==> src/mrfh_pkg.sv <==
`default_nettype none
package mrfh_pkg;

    // Fixed field widths of the channels
    localparam int VALUE_FIELDS  = 4;
    localparam int VALUE_W       = 4;
    localparam int SIZE_W        = 4;
    localparam int NV_W          = 3;
    localparam int INDEX_W       = 12;
    localparam int COUNT_FIELD_W = 16;
    localparam int CFG_IDX_W     = 3;
    localparam int CFG_DATA_W    = 4;

    // Internal arithmetic widths (sizes are at most 15)
    localparam int STRIDE_W  = 12;   // 15^3 = 3375
    localparam int PROD_W    = 16;   // 14 * 3375
    localparam int IDX_W     = 18;   // sum of products, also holds NUM_BINS
    localparam int CNT_EXT_W = 32;   // widest count

    // Cycles for the stride chain to follow a config write
    localparam int SETTLE_W = 2;
    localparam logic [SETTLE_W-1:0] SETTLE_CYC = SETTLE_W'(VALUE_FIELDS - 1);

    // Register indexes
    localparam logic [CFG_IDX_W-1:0] CFG_NUM_VARS = 3'd0;
    localparam logic [CFG_IDX_W-1:0] CFG_SIZE_0   = 3'd1;
    localparam logic [CFG_IDX_W-1:0] CFG_SIZE_1   = 3'd2;
    localparam logic [CFG_IDX_W-1:0] CFG_SIZE_2   = 3'd3;
    localparam logic [CFG_IDX_W-1:0] CFG_SIZE_3   = 3'd4;

    // Register reset values
    localparam logic [NV_W-1:0]   RST_NUM_VARS = 3'd1;
    localparam logic [SIZE_W-1:0] RST_SIZE     = 4'd2;

    // Operation codes
    localparam logic OP_COUNT = 1'b0;
    localparam logic OP_READ  = 1'b1;

    // Parameter defaults
    localparam int DEF_MAX_VARS   = 4;
    localparam int DEF_NUM_BINS   = 4096;
    localparam int DEF_COUNT_BITS = 16;

    // Bin request from the index unit to the count unit
    typedef struct packed {
        logic             op;
        logic             bad;
        logic [IDX_W-1:0] idx;
    } t_req;

endpackage
`default_nettype wire

==> src/mrfh_if.sv <==
`default_nettype none
// Sample channel
interface mrfh_in_if import mrfh_pkg::*; ();
    logic               valid;
    logic               ready;
    logic               op;
    logic [VALUE_W-1:0] value_0;
    logic [VALUE_W-1:0] value_1;
    logic [VALUE_W-1:0] value_2;
    logic [VALUE_W-1:0] value_3;
    logic [INDEX_W-1:0] read_bin;

    modport source (output valid, op, value_0, value_1, value_2, value_3, read_bin,
                    input ready);
    modport sink   (input valid, op, value_0, value_1, value_2, value_3, read_bin,
                    output ready);
endinterface


// Config write channel
interface mrfh_cfg_if import mrfh_pkg::*; ();
    logic                  valid;
    logic                  ready;
    logic [CFG_IDX_W-1:0]  index;
    logic [CFG_DATA_W-1:0] data;

    modport source (output valid, index, data, input ready);
    modport sink   (input valid, index, data, output ready);
endinterface
`default_nettype wire

==> src/mrfh_index.sv <==
`default_nettype none
// Config registers, stride chain and two-stage bin index computation
module mrfh_index import mrfh_pkg::*; #(
    parameter int MAX_VARS = DEF_MAX_VARS,
    parameter int NUM_BINS = DEF_NUM_BINS
) (
    input  wire logic i_clk,
    input  wire logic i_rst_n,
    mrfh_cfg_if.sink  i_cfg,
    mrfh_in_if.sink   i_sample,
    input  wire logic i_busy,
    output logic      o_req_valid,
    output t_req      o_req,
    input  wire logic i_req_ready
);

    localparam int LIM = (MAX_VARS < VALUE_FIELDS) ? MAX_VARS : VALUE_FIELDS;

    logic [NV_W-1:0]     r_num_vars;
    logic [SIZE_W-1:0]   r_size   [VALUE_FIELDS];
    logic [STRIDE_W-1:0] r_stride [VALUE_FIELDS];
    logic [SETTLE_W-1:0] r_settle;

    logic                cfg_wr;
    logic                accept;
    logic [NV_W-1:0]     n_use;
    logic [VALUE_W-1:0]  vals     [VALUE_FIELDS];
    logic                n_p_bad;
    logic [PROD_W-1:0]   n_p_prod [VALUE_FIELDS];

    // product stage
    logic                r_p_valid;
    logic                r_p_op;
    logic                r_p_bad;
    logic [PROD_W-1:0]   r_p_prod [VALUE_FIELDS];
    logic [INDEX_W-1:0]  r_p_rb;

    // sum stage
    logic                r_a_valid;
    t_req                r_a;
    t_req                n_a;
    logic [IDX_W-1:0]    sum;

    logic                a_free;
    logic                p_free;

    assign i_cfg.ready = 1'b1;
    assign cfg_wr      = i_cfg.valid && i_cfg.ready;

    // config registers
    always_ff @(posedge i_clk) begin
        if (!i_rst_n) begin
            r_num_vars <= RST_NUM_VARS;
            for (int i = 0; i < VALUE_FIELDS; i++) begin
                r_size[i] <= RST_SIZE;
            end
        end else if (cfg_wr) begin
            case (i_cfg.index)
                CFG_NUM_VARS: r_num_vars <= i_cfg.data[NV_W-1:0];
                CFG_SIZE_0:   r_size[0]  <= i_cfg.data;
                CFG_SIZE_1:   r_size[1]  <= i_cfg.data;
                CFG_SIZE_2:   r_size[2]  <= i_cfg.data;
                CFG_SIZE_3:   r_size[3]  <= i_cfg.data;
                default: ;
            endcase
        end
    end

    // stride chain: one product per stage, settles stage by stage after a write
    always_ff @(posedge i_clk) begin
        r_stride[0] <= STRIDE_W'(1);
        for (int i = 1; i < VALUE_FIELDS; i++) begin
            r_stride[i] <= STRIDE_W'(PROD_W'(r_stride[i-1]) * PROD_W'(r_size[i-1]));
        end
    end

    // hold off samples while the strides settle
    always_ff @(posedge i_clk) begin
        if (!i_rst_n) begin
            r_settle <= '0;
        end else if (cfg_wr) begin
            r_settle <= SETTLE_CYC;
        end else if (r_settle != '0) begin
            r_settle <= r_settle - SETTLE_W'(1);
        end
    end

    // variables in use, clamped to 1..LIM
    always_comb begin
        n_use = r_num_vars;
        if (n_use == '0) begin
            n_use = NV_W'(1);
        end
        if (n_use > NV_W'(LIM)) begin
            n_use = NV_W'(LIM);
        end
    end

    assign vals[0] = i_sample.value_0;
    assign vals[1] = i_sample.value_1;
    assign vals[2] = i_sample.value_2;
    assign vals[3] = i_sample.value_3;

    // range check and per-variable product
    always_comb begin
        n_p_bad = 1'b0;
        for (int i = 0; i < VALUE_FIELDS; i++) begin
            n_p_prod[i] = '0;
            if (i < int'(n_use)) begin
                if (vals[i] == '0 || vals[i] > r_size[i]) begin
                    n_p_bad = 1'b1;
                end
                n_p_prod[i] = PROD_W'(vals[i] - VALUE_W'(1)) * PROD_W'(r_stride[i]);
            end
        end
    end

    assign a_free         = !r_a_valid || i_req_ready;
    assign p_free         = !r_p_valid || a_free;
    assign i_sample.ready = p_free && !i_busy && (r_settle == '0);
    assign accept         = i_sample.valid && i_sample.ready;

    always_ff @(posedge i_clk) begin
        if (!i_rst_n) begin
            r_p_valid <= 1'b0;
        end else if (p_free) begin
            r_p_valid <= accept;
        end
    end

    always_ff @(posedge i_clk) begin
        if (p_free && accept) begin
            r_p_op  <= i_sample.op;
            r_p_bad <= n_p_bad;
            r_p_rb  <= i_sample.read_bin;
            for (int i = 0; i < VALUE_FIELDS; i++) begin
                r_p_prod[i] <= n_p_prod[i];
            end
        end
    end

    // sum of products and table bound
    always_comb begin
        sum = '0;
        for (int i = 0; i < VALUE_FIELDS; i++) begin
            sum = sum + IDX_W'(r_p_prod[i]);
        end
        n_a.op = r_p_op;
        if (r_p_op == OP_READ) begin
            n_a.idx = IDX_W'(r_p_rb);
            n_a.bad = (IDX_W'(r_p_rb) >= IDX_W'(NUM_BINS));
        end else begin
            n_a.bad = r_p_bad || (sum >= IDX_W'(NUM_BINS));
            n_a.idx = n_a.bad ? '0 : sum;
        end
    end

    always_ff @(posedge i_clk) begin
        if (!i_rst_n) begin
            r_a_valid <= 1'b0;
        end else if (a_free) begin
            r_a_valid <= r_p_valid;
        end
    end

    always_ff @(posedge i_clk) begin
        if (a_free && r_p_valid) begin
            r_a <= n_a;
        end
    end

    assign o_req_valid = r_a_valid;
    assign o_req       = r_a;

    a_no_accept_settling: assert property (@(posedge i_clk) disable iff (!i_rst_n)
        (r_settle != '0) |-> !accept)
        else $error("sample accepted while strides settle");

endmodule
`default_nettype wire

==> src/flat_wrapper.sv <==
// flat-port wrapper written by rule: the top's interface ports become plain ports
module mrfh_index_flat import mrfh_pkg::*;
#(
    parameter int MAX_VARS = DEF_MAX_VARS,
    parameter int NUM_BINS = DEF_NUM_BINS
)
  (i_clk, i_rst_n, i_busy, o_req_valid, o_req, i_req_ready, i_cfg_valid, i_cfg_index, i_cfg_data, i_cfg_ready, i_sample_valid, i_sample_op, i_sample_value_0, i_sample_value_1, i_sample_value_2, i_sample_value_3, i_sample_read_bin, i_sample_ready);
  mrfh_cfg_if i_cfg_i ();
  mrfh_in_if i_sample_i ();
  input  wire logic i_clk;
  input  wire logic i_rst_n;
  input  wire logic i_busy;
  output logic o_req_valid;
  output t_req o_req;
  input  wire logic i_req_ready;
  input wire logic [$bits(i_cfg_i.valid)-1:0] i_cfg_valid;
  input wire logic [$bits(i_cfg_i.index)-1:0] i_cfg_index;
  input wire logic [$bits(i_cfg_i.data)-1:0] i_cfg_data;
  output wire logic [$bits(i_cfg_i.ready)-1:0] i_cfg_ready;
  input wire logic [$bits(i_sample_i.valid)-1:0] i_sample_valid;
  input wire logic [$bits(i_sample_i.op)-1:0] i_sample_op;
  input wire logic [$bits(i_sample_i.value_0)-1:0] i_sample_value_0;
  input wire logic [$bits(i_sample_i.value_1)-1:0] i_sample_value_1;
  input wire logic [$bits(i_sample_i.value_2)-1:0] i_sample_value_2;
  input wire logic [$bits(i_sample_i.value_3)-1:0] i_sample_value_3;
  input wire logic [$bits(i_sample_i.read_bin)-1:0] i_sample_read_bin;
  output wire logic [$bits(i_sample_i.ready)-1:0] i_sample_ready;
  assign i_cfg_i.valid = i_cfg_valid;
  assign i_cfg_i.index = i_cfg_index;
  assign i_cfg_i.data = i_cfg_data;
  assign i_cfg_ready = i_cfg_i.ready;
  assign i_sample_i.valid = i_sample_valid;
  assign i_sample_i.op = i_sample_op;
  assign i_sample_i.value_0 = i_sample_value_0;
  assign i_sample_i.value_1 = i_sample_value_1;
  assign i_sample_i.value_2 = i_sample_value_2;
  assign i_sample_i.value_3 = i_sample_value_3;
  assign i_sample_i.read_bin = i_sample_read_bin;
  assign i_sample_ready = i_sample_i.ready;
  mrfh_index #(.MAX_VARS(MAX_VARS), .NUM_BINS(NUM_BINS)) u_core (.i_clk(i_clk), .i_rst_n(i_rst_n), .i_cfg(i_cfg_i), .i_sample(i_sample_i), .i_busy(i_busy), .o_req_valid(o_req_valid), .o_req(o_req), .i_req_ready(i_req_ready));
endmodule
==> config.mk <==
export PLATFORM = sky130hd
export DESIGN_NAME = mrfh_index_flat
export DESIGN_NICKNAME = d
export VERILOG_FILES = /design/src/mrfh_pkg.sv /design/src/mrfh_if.sv /design/src/mrfh_index.sv /design/src/flat_wrapper.sv
export SDC_FILE = /design/constraint.sdc
export NUM_CORES = 1
export LEC_CHECK = 0
export ABC_AREA = 0
export BUFFER_PORTS_ARGS = -buffer_cell sky130_fd_sc_hd__clkbuf_2
export CORE_MARGIN = 2
export CORE_UTILIZATION = 63
export DETAILED_ROUTE_END_ITERATION = 16
export HOLD_SLACK_MARGIN = 0.05
export PLACE_DENSITY = 0.81
export RECOVER_POWER = 50
export SLEW_MARGIN = 20
export SYNTH_ARGS = -nofsm -noshare
export SYNTH_HDL_FRONTEND = slang
export SYNTH_SLANG_ARGS = --single-unit
==> constraint.sdc <==
create_clock -name i_clk -period 8.9 [get_ports i_clk]
set_clock_uncertainty 0.05 [all_clocks]
set_input_delay 1.78 -clock i_clk [delete_from_list [all_inputs] [get_ports i_clk]]
set_output_delay 1.78 -clock i_clk [all_outputs]
set_load 0.1 [all_outputs]
==> Yosys cells after proc, flatten, opt, wreduce, memory -nomap -nowiden <==
Memory sizes are Yosys's and may differ from the RTL's.
Index checks and enable logic that the tools add are counted.
{ "totals": {"reg_bits": 41, "ramBits": 128, "input_bits": 42, "output_inout_bits": 23, "elab_cells": 114, "mem_count": 3} }
{ "op_classes": {"addsub": 8, "n_mul": 7, "n_lt_le_gt_ge": 10, "eq_ne": 4, "mux": 41, "bitwise_logic": 4, "reduce_logical": 26} }
{ "mem_list": {"columns": ["name", "words", "word_bits", "read_ports", "rd_clocked_by_memory_dff", "write_ports", "line", "source"], "rows": [
  ["u_core.r_p_prod", 4, 16, 4, 0, 4, "mrfh_index.sv:35", "logic [PROD_W-1:0] r_p_prod [VALUE_FIELDS];"],
  ["u_core.r_stride", 4, 12, 4, 0, 4, "mrfh_index.sv:21", "logic [STRIDE_W-1:0] r_stride [VALUE_FIELDS];"],
  ["u_core.r_size", 4, 4, 4, 0, 4, "mrfh_index.sv:20", "logic [SIZE_W-1:0] r_size [VALUE_FIELDS];"]
]} }
{ "op_table": {"columns": ["cell", "count"], "rows": [
  ["multiplier 16 x 12 -> 16 bit", 4],
  ["two-way mux 16 bit", 4],
  ["adder 18 x 16 -> 18 bit", 2],
  ["multiplier 12 x 4 -> 12 bit", 3],
  ["two-way mux 1 bit", 27],
  ["two-way mux 12 bit", 2],
  ["subtractor 4 x 1 -> 5 bit (second input constant)", 4],
  ["greater-or-equal comparator 18 x 13 -> 1 bit (second input constant)", 1],
  ["adder 16 x 16 -> 17 bit", 1],
  ["greater-than comparator 4 bit", 4],
  ["logical NOT 4 bit", 4],
  ["two-way mux 4 bit", 4],
  ["logical OR 1 bit", 7],
  ["== test 3 x 2 -> 1 bit (second input constant)", 2],
  ["logical NOT 3 bit", 2],
  ["< comparator 1 x 3 -> 1 bit (first input constant)", 2],
  ["< comparator 2 x 3 -> 1 bit (first input constant)", 2],
  ["two-way mux 3 bit", 2],
  ["logical AND 1 bit", 5],
  ["two-way mux 2 bit", 2],
  ["OR 1 bit", 4],
  ["nonzero test 2 bit", 2],
  ["== test 3 x 1 -> 1 bit (second input constant)", 1],
  ["== test 3 bit (second input constant)", 1],
  ["6 further kinds", 8]
]} }

==> Depth between registers and ports, before layout <==
Gate-level depths: netlist of the first run.
{ "logic_depth": {"depth_word": 12, "mapped_depth": 23} }

==> Worst setup path before layout of the first run <==
Ideal clock, no wire load.
{ "synth_timing": {"path_kind": "input to register", "from": "input i_sample_value_2[0]", "to": "memory u_core.r_p_prod[2][15], data pin", "setup_time_ns": 0.270, "arrival_ns": 6.744, "t_required_ns": 8.580, "path_slack_ns": 1.836, "path_stages": 20, "cell_sequence": "inv_1 -> ha_1 -> nor3b_1 -> nand2_1 -> inv_1 -> fa_1 -> inv_1 -> fa_1 -> inv_1 -> ha_1 -> fa_1 -> inv_1 -> fa_1 -> inv_1 -> ha_1 -> a21o_1 -> a31o_2 -> a2111oi_0 -> or3_1 -> a21oi_1"} }
{ "synth_rtl": {"columns": ["element", "line", "source"], "rows": [
  ["start, declared", "flat_wrapper.sv:24", "input wire logic [$bits(i_sample_i.value_2)-1:0] i_sample_value_2;"],
  ["end, declared", "mrfh_index.sv:35", null]
]} }

==> results.md, run 1 <==
* Outcome: finished, violations left
* Failing checks: max-capacitance violations, max-slew violations
* H-tree levels at 4
* WHS at 0.387 ns
* Setup Buffers After CTS at 0
* Clk_lat worst skew at 0.44 ns
* Post-synth EDFFs at 103
* LEAKAGE at 7.59 nW
* Worst Setup End Kind: flop
* Commonest cells after routing, fill and taps aside: inv_1, ha_1, fa_1
* Combinational share of power at 0.543
* Worst min path class: reg -> reg
* Async set-reset flop share out of synthesis at 0
* Die Y at 155 um
* Hold Vio Cnt, Final at 0
* Setup-failing EPs final at 0
* Total Power at 3.32 mW
* Wirelength, routed at 28,100 um
* Nets at 1,913
* DRC at 0
* First-pass GRT wire length at 48,000 um
* Sequential area share after synthesis at 0.261
* Vias per std cell at 5.38
* Main synth FF type: edfxtp_1
* Max-cap viol count at 1
* Reg-to-reg slack, setup at 3.60 ns
* Layout Utilization at 0.691
* Setup repair after global routing missed its margin: no
* Cts hold-fix bufs at 0
* Grt ovf at 0
* Switching part of the total at 0.432
* Syn avg cell area at 9.72 um2
* Share of power burned in registers at 0.244
* Post-route ant nets at 0
* Yosys warnings at 0
* Peak supply drop at 0.122 mV
* Worst relative slew slack at -1.37
* Die footprint at 0.0239 mm2
* Sw power at 1.43 mW
* Routability cong. at 0.929
* Initial Util at 0.638
* Setup TNS at 0 ns
* Total GRT Usage at 0.252
* Tmin final at 7.42 ns
* Commonest non-fill, non-tap cell in the layout: inv_1
* Worst-path fanout max at 10
* Final Instance Area at 0.0155 mm2
* Clk pin slew, worst setup/hold paths at 0.07 ns
* # rows at 55
* Hold Path Stages at 0
* Antenna diodes at 0
* Register-to-Register Path Depth at 20
* Cells after synthesis at 1,472
* Vias in the first global route at 10.1k
* Iter 0 DRT Violations at 457
* Measured slew at the worst slew-check pin at 3.56 ns
* Post-synthesis cell type count at 64
* Max Freq at 135 MHz
* Critical path startpoint category: primary input
* Die X at 155 um
* Area Overhead vs Synth at 8.33%
* Core area at 0.0224 mm2
* # IOs at 65
* Slew Viols, Final at 68
* CTS Buf Count at 17
* Post-Syn Area at 0.0143 mm2
* Pin count of the biggest net entering global routing at 68
* Cell Area, Placed at 0.0149 mm2
* CP Data Required Time at 9.13 ns
* DRT Pass-1 Iters at 5
* Clock power frac at 0.213
* Fin crit share at 0.834
* Setup CP Type: in -> reg
* #FFs+latches synth at 135
* Share of layout cells above drive strength 1 at 0.0514
* Power Internal at 1.88 mW
* Initial antenna violation count at 0
* CTS tree: yes
* Sink Count at 135
* Arrival @ worst endpoint at 7.65 ns
* CTS root buf: clkbuf_16
* Post-CTS Resized at 0
* Port Buffers at 63
* Dpl hpwl at 23,200 um
* Wire length per cell at 15.2 um
* PwrDens at 214 mW/mm2
* CTS max path bufs at 2
* Via count at 9,903
## metal layers
layer / part of all wire / vias up / global-route usage
met5: 0 / - / 0
met4: 0.024 / 0 / 0.0789
met3: 0.047 / 46 / 0.0443
met2: 0.50 / 234 / 0.438
met1: 0.43 / 4784 / 0.324
li1: - / 4839 / -
## worst max-delay path, cell delays in order
cell and delay, ns:
clkbuf_1 0.17, inv_1 0.18, ha_1 0.20, nor3b_1 0.73, nand2_1 0.22, inv_1 0.17, fa_1 0.54, inv_1 0.18
fa_1 0.44, inv_1 0.07, ha_1 0.24, fa_1 0.54, inv_1 0.05, fa_1 0.53, inv_1 0.05, ha_1 0.34
a21o_1 0.18, a31o_2 0.23, a2111oi_0 0.43, o21ai_0 0.19, a21oi_1 0.19
## final cells by class
cell class                      instances  area [um2]
Timing Repair Buffer                   67         295
Clock inverter                         15         181
Fill cell                            1667        6940
Tap cell                              285         357
Multi-Input combinational cell        979        9220
Sequential cell                       135        3730
Inverter                              343        1290
Clock buffer                           17         425
## through the flow
stage | cells | worst slack (ns)
2_1_floorplan | 1477 | 1.84
3_3_place_gp | 1809 | 1.36
3_5_place_dp | 1809 | 1.12
4_1_cts | 1841 | 1.57
5_1_grt | 1841 | 0.956
6_report | 1841 | 1.48
## power groups by stage
stage	sequential, mW	clock, mW	combinational [mW]
after floorplan	0.792	0	1.44
after global placement	0.817	0	1.71
after detailed placement	0.819	0	1.79
after CTS	0.806	0.712	1.81
after global routing	0.817	0.742	2.09
final	0.810	0.705	1.80
## kinds of logic after synthesis
family	share of synthesized area
buffers and inverters	0.0960
other	0.000525
flip-flops	0.261
XOR/XNOR	0.0416
adder cells (fa/ha/maj)	0.370
AND/OR/NAND/NOR	0.142
AO/OA/AOI/OAI	0.0859
multiplexers	0.00359
## registers in the layout, summed over array words and instances, names as in the netlist
name,count
u_core.o_req,20
u_core.o_req_valid,1
u_core.r_num_vars,3
u_core.r_p_bad,1
u_core.r_p_op,1
u_core.r_p_prod,53
u_core.r_p_rb,12
u_core.r_p_valid,1
u_core.r_settle,2
u_core.r_size,16
u_core.r_stride,25
## worst paths after layout
kind,start,end
min,u_core.r_size[0][3]$_SDFFCE_PN0P_,u_core.r_stride[1][3]$_DFF_P_
max,i_sample_value_2[0],u_core.r_p_prod[2][15]$_SDFFCE_PP0P_
max reg2reg,u_core.r_p_prod[1][0]$_SDFFCE_PP0P_,u_core.o_req[0]$_DFFE_PP_
min reg2reg,u_core.r_size[0][3]$_SDFFCE_PN0P_,u_core.r_stride[1][3]$_DFF_P_
## cells in the mapped netlist, types with 32 or more instances
| cell | n | area (um2) |
|---|---|---|
| inv_1 | 342 | 1280 |
| ha_1 | 170 | 2130 |
| fa_1 | 158 | 3160 |
| nand2_1 | 120 | 450 |
| edfxtp_1 | 103 | 3090 |
| and2_1 | 72 | 450 |
| nor2b_1 | 52 | 325 |
| a21oi_1 | 48 | 240 |
| nor2_1 | 47 | 176 |
| xnor2_1 | 40 | 350 |
| dfxtp_1 | 32 | 641 |
| o21ai_0 | 32 | 160 |
No activity file was read; power rests on OpenSTA's default activity.
==> run 2, diff against run 1 <==
==> constraint.sdc (replaced) <==
create_clock -name i_clk -period 7.52 [get_ports i_clk]
set_clock_uncertainty 0.05 [all_clocks]
set_input_delay 1.504 -clock i_clk [delete_from_list [all_inputs] [get_ports i_clk]]
set_output_delay 1.504 -clock i_clk [all_outputs]
set_load 0.1 [all_outputs]
==> results.md, run 2 (same netlist as run 1, synthesis figures left out) <==
* Commonest cells after routing, fill and taps aside: inv_1, ha_1, fa_1
* Max Freq at 145 MHz
* Peak supply drop at 0.183 mV (+50%)
* Failing checks: max-capacitance violations, max-slew violations
* Fin crit share at 0.915
* Iter 0 DRT Violations at 524 (+15%)
* CP Data Required Time at 7.64 ns (-1.49 ns)
* DRC at 0 (unchanged)
* Setup-failing EPs final at 0 (unchanged)
* Area Overhead vs Synth at 8.27% (about the same)
* CP endpoint: u_core.r_p_prod[3][15]$_SDFFCE_PP0P_
* Setup repair after global routing missed its margin: no
* Worst r2r src: u_core.r_p_prod[1][0]$_SDFFCE_PP0P_
* Nets at 1,919 (+0.31%)
* Sink Count at 135 (unchanged)
* First-pass GRT wire length at 47,600 um (-0.89%)
* LEAKAGE at 7.62 nW (+0.33%)
* Grt ovf at 0 (unchanged)
* Hold Vio Cnt, Final at 0 (unchanged)
* Measured slew at the worst slew-check pin at 3.66 ns (+0.0993 ns)
* # rows at 55 (unchanged)
* CTS tree: yes
* Via count at 9,887 (-0.16%)
* Total GRT Usage at 0.248 (-0.00367)
* DRT Pass-1 Iters at 5 (unchanged)
* Critical path startpoint category: primary input
* Total Power at 3.87 mW (+17%)
* Reg-to-reg slack, setup at 2.16 ns (-1.44 ns)
* CTS root buf: clkbuf_16
* Layout Cells excl Fill at 1,847 (+0.33%)
* Setup CP Type: in -> reg
* Wire length per cell at 15.3 um (+0.47%)
* Outcome: finished, violations left
* Wire length on met3 at 1430 um (+9.1%)
* Largest register FFs at 53 (unchanged)
* # IOs at 65 (unchanged)
* Worst-path fanout max at 13 (+3)
* Met2 routed WL at 13,800 um (-1.1%)
* Arrival @ worst endpoint at 7.00 ns (-0.65 ns)
* Largest Register: u_core.r_p_prod
* Routability cong. at 0.920 (-0.98%)
* Die footprint at 0.0239 mm2 (unchanged)
* Tmin final at 6.88 ns
* Placed Cells at 1,815 (+0.33%)
* H-tree levels at 4 (unchanged)
* Dpl hpwl at 23,200 um (+0.17%)
* Wirelength, routed at 28,300 um (+0.80%)
* Post-route ant nets at 0 (unchanged)
* Top layer in use: met4
* Clk pin slew, worst setup/hold paths at 0.06 ns (about the same)
* Core area at 0.0224 mm2 (unchanged)
* Vias in the first global route at 10.1k (-0.80%)
* PwrDens at 250 mW/mm2 (+17%)
* Share of layout cells above drive strength 1 at 0.0589 (+0.00748)
* Cts hold-fix bufs at 0 (unchanged)
* Commonest non-fill, non-tap cell in the layout: inv_1
* Worst min path class: reg -> reg
* Pin count of the biggest net entering global routing at 68 (unchanged)
* Max-cap viol count at 1 (unchanged)
* Die Y at 155 um (unchanged)
* Cell Area, Placed at 0.0150 mm2 (+0.30%)
* CTS Buf Count at 17 (unchanged)
* Origin of the worst setup path: i_sample_value_3[0]
* Final Instance Area at 0.0155 mm2 (about the same)
* Antenna diodes at 0 (unchanged)
* Die X at 155 um (unchanged)
* Fillcell total at 1,674 (+0.42%)
* Initial Util at 0.638 (unchanged)
* Worst Setup End Kind: flop
* Clk_lat worst skew at 0.43 ns (about the same)
* Post-CTS Resized at 0 (unchanged)
* Slew Viols, Final at 68 (unchanged)
* CTS max path bufs at 2 (unchanged)
* Setup TNS at 0 ns (unchanged)
* RR Endpoint: u_core.o_req[4]$_DFFE_PP_
* Initial antenna violation count at 0 (unchanged)
* Met1 WL at 12,400 um (+2.8%)
* Worst relative slew slack at -1.44 (-0.0662)
* Register-to-Register Path Depth at 20 (unchanged)
* Vias per std cell at 5.35 (-0.49%)
* Setup Buffers After CTS at 0 (unchanged)
* Port Buffers at 63 (unchanged)
-- run 2: how the worst min path moves through the flow --
stage / from / to / cells after the start
floorplan: u_core.r_size[0][1]$_SDFFCE_PN1P_ / u_core.r_stride[1][1]$_DFF_P_ / 0
global placement: u_core.r_size[0][2]$_SDFFCE_PN0P_ / u_core.r_stride[1][2]$_DFF_P_ / 0
detailed placement: u_core.r_size[0][3]$_SDFFCE_PN0P_ / u_core.r_stride[1][3]$_DFF_P_ / 0
CTS: u_core.r_size[0][1]$_SDFFCE_PN1P_ / u_core.r_stride[1][1]$_DFF_P_ / 0
global route: u_core.r_size[0][1]$_SDFFCE_PN1P_ / u_core.r_stride[1][1]$_DFF_P_ / 0
finish: u_core.r_size[0][1]$_SDFFCE_PN1P_ / u_core.r_stride[1][1]$_DFF_P_ / 0
-- run 2: metal layers --
metal | vias to the layer above | GRT usage
met5 | - | 0
met3 | 36 | 0.0446
li1 | 4843 | -
met1 | 4763 | 0.329
met2 | 245 | 0.425
met4 | 0 | 0.0670
-- run 2: critical path, cell delays in order --
cell	delay (ns)
clkbuf_1	0.33
inv_1	0.21
ha_1	0.26
nor3b_1	0.14
buf_4	0.17
and2_1	0.20
fa_1	0.70
inv_1	0.15
fa_1	0.59
inv_1	0.08
fa_1	0.54
inv_1	0.06
fa_1	0.52
inv_1	0.05
fa_1	0.47
ha_1	0.23
or3_1	0.34
a211oi_1	0.21
or3_1	0.15
a21oi_1	0.06
-- run 2: final cells by class --
| type | count | area [um2] | area share |
|---|---|---|---|
| clock buffer | 18 | 429 | 0.0277 |
| timing repair buffer | 73 | 349 | 0.0225 |
| inverter | 343 | 1290 | 0.0831 |
| tap | 285 | 357 | 0.0230 |
| multi-input combinational | 979 | 9220 | 0.595 |
| clock inverter | 14 | 116 | 0.00751 |
| sequential | 135 | 3730 | 0.241 |
-- run 2: metrics by stage --
step,hold slack (ns),setup slack [ns],util
floorplan,0.298,0.732,-
global placement,0.366,0.557,0.668
detailed placement,0.373,0.394,0.668
CTS,0.385,0.837,0.692
global route,0.390,0.268,0.690
finish,0.387,0.640,0.690
-- run 2: power breakdown --
group          switching (mW)  internal (mW)
clock network           0.341          0.429
registers              0.0831          0.874
logic                    1.23          0.913
total                    1.66           2.22
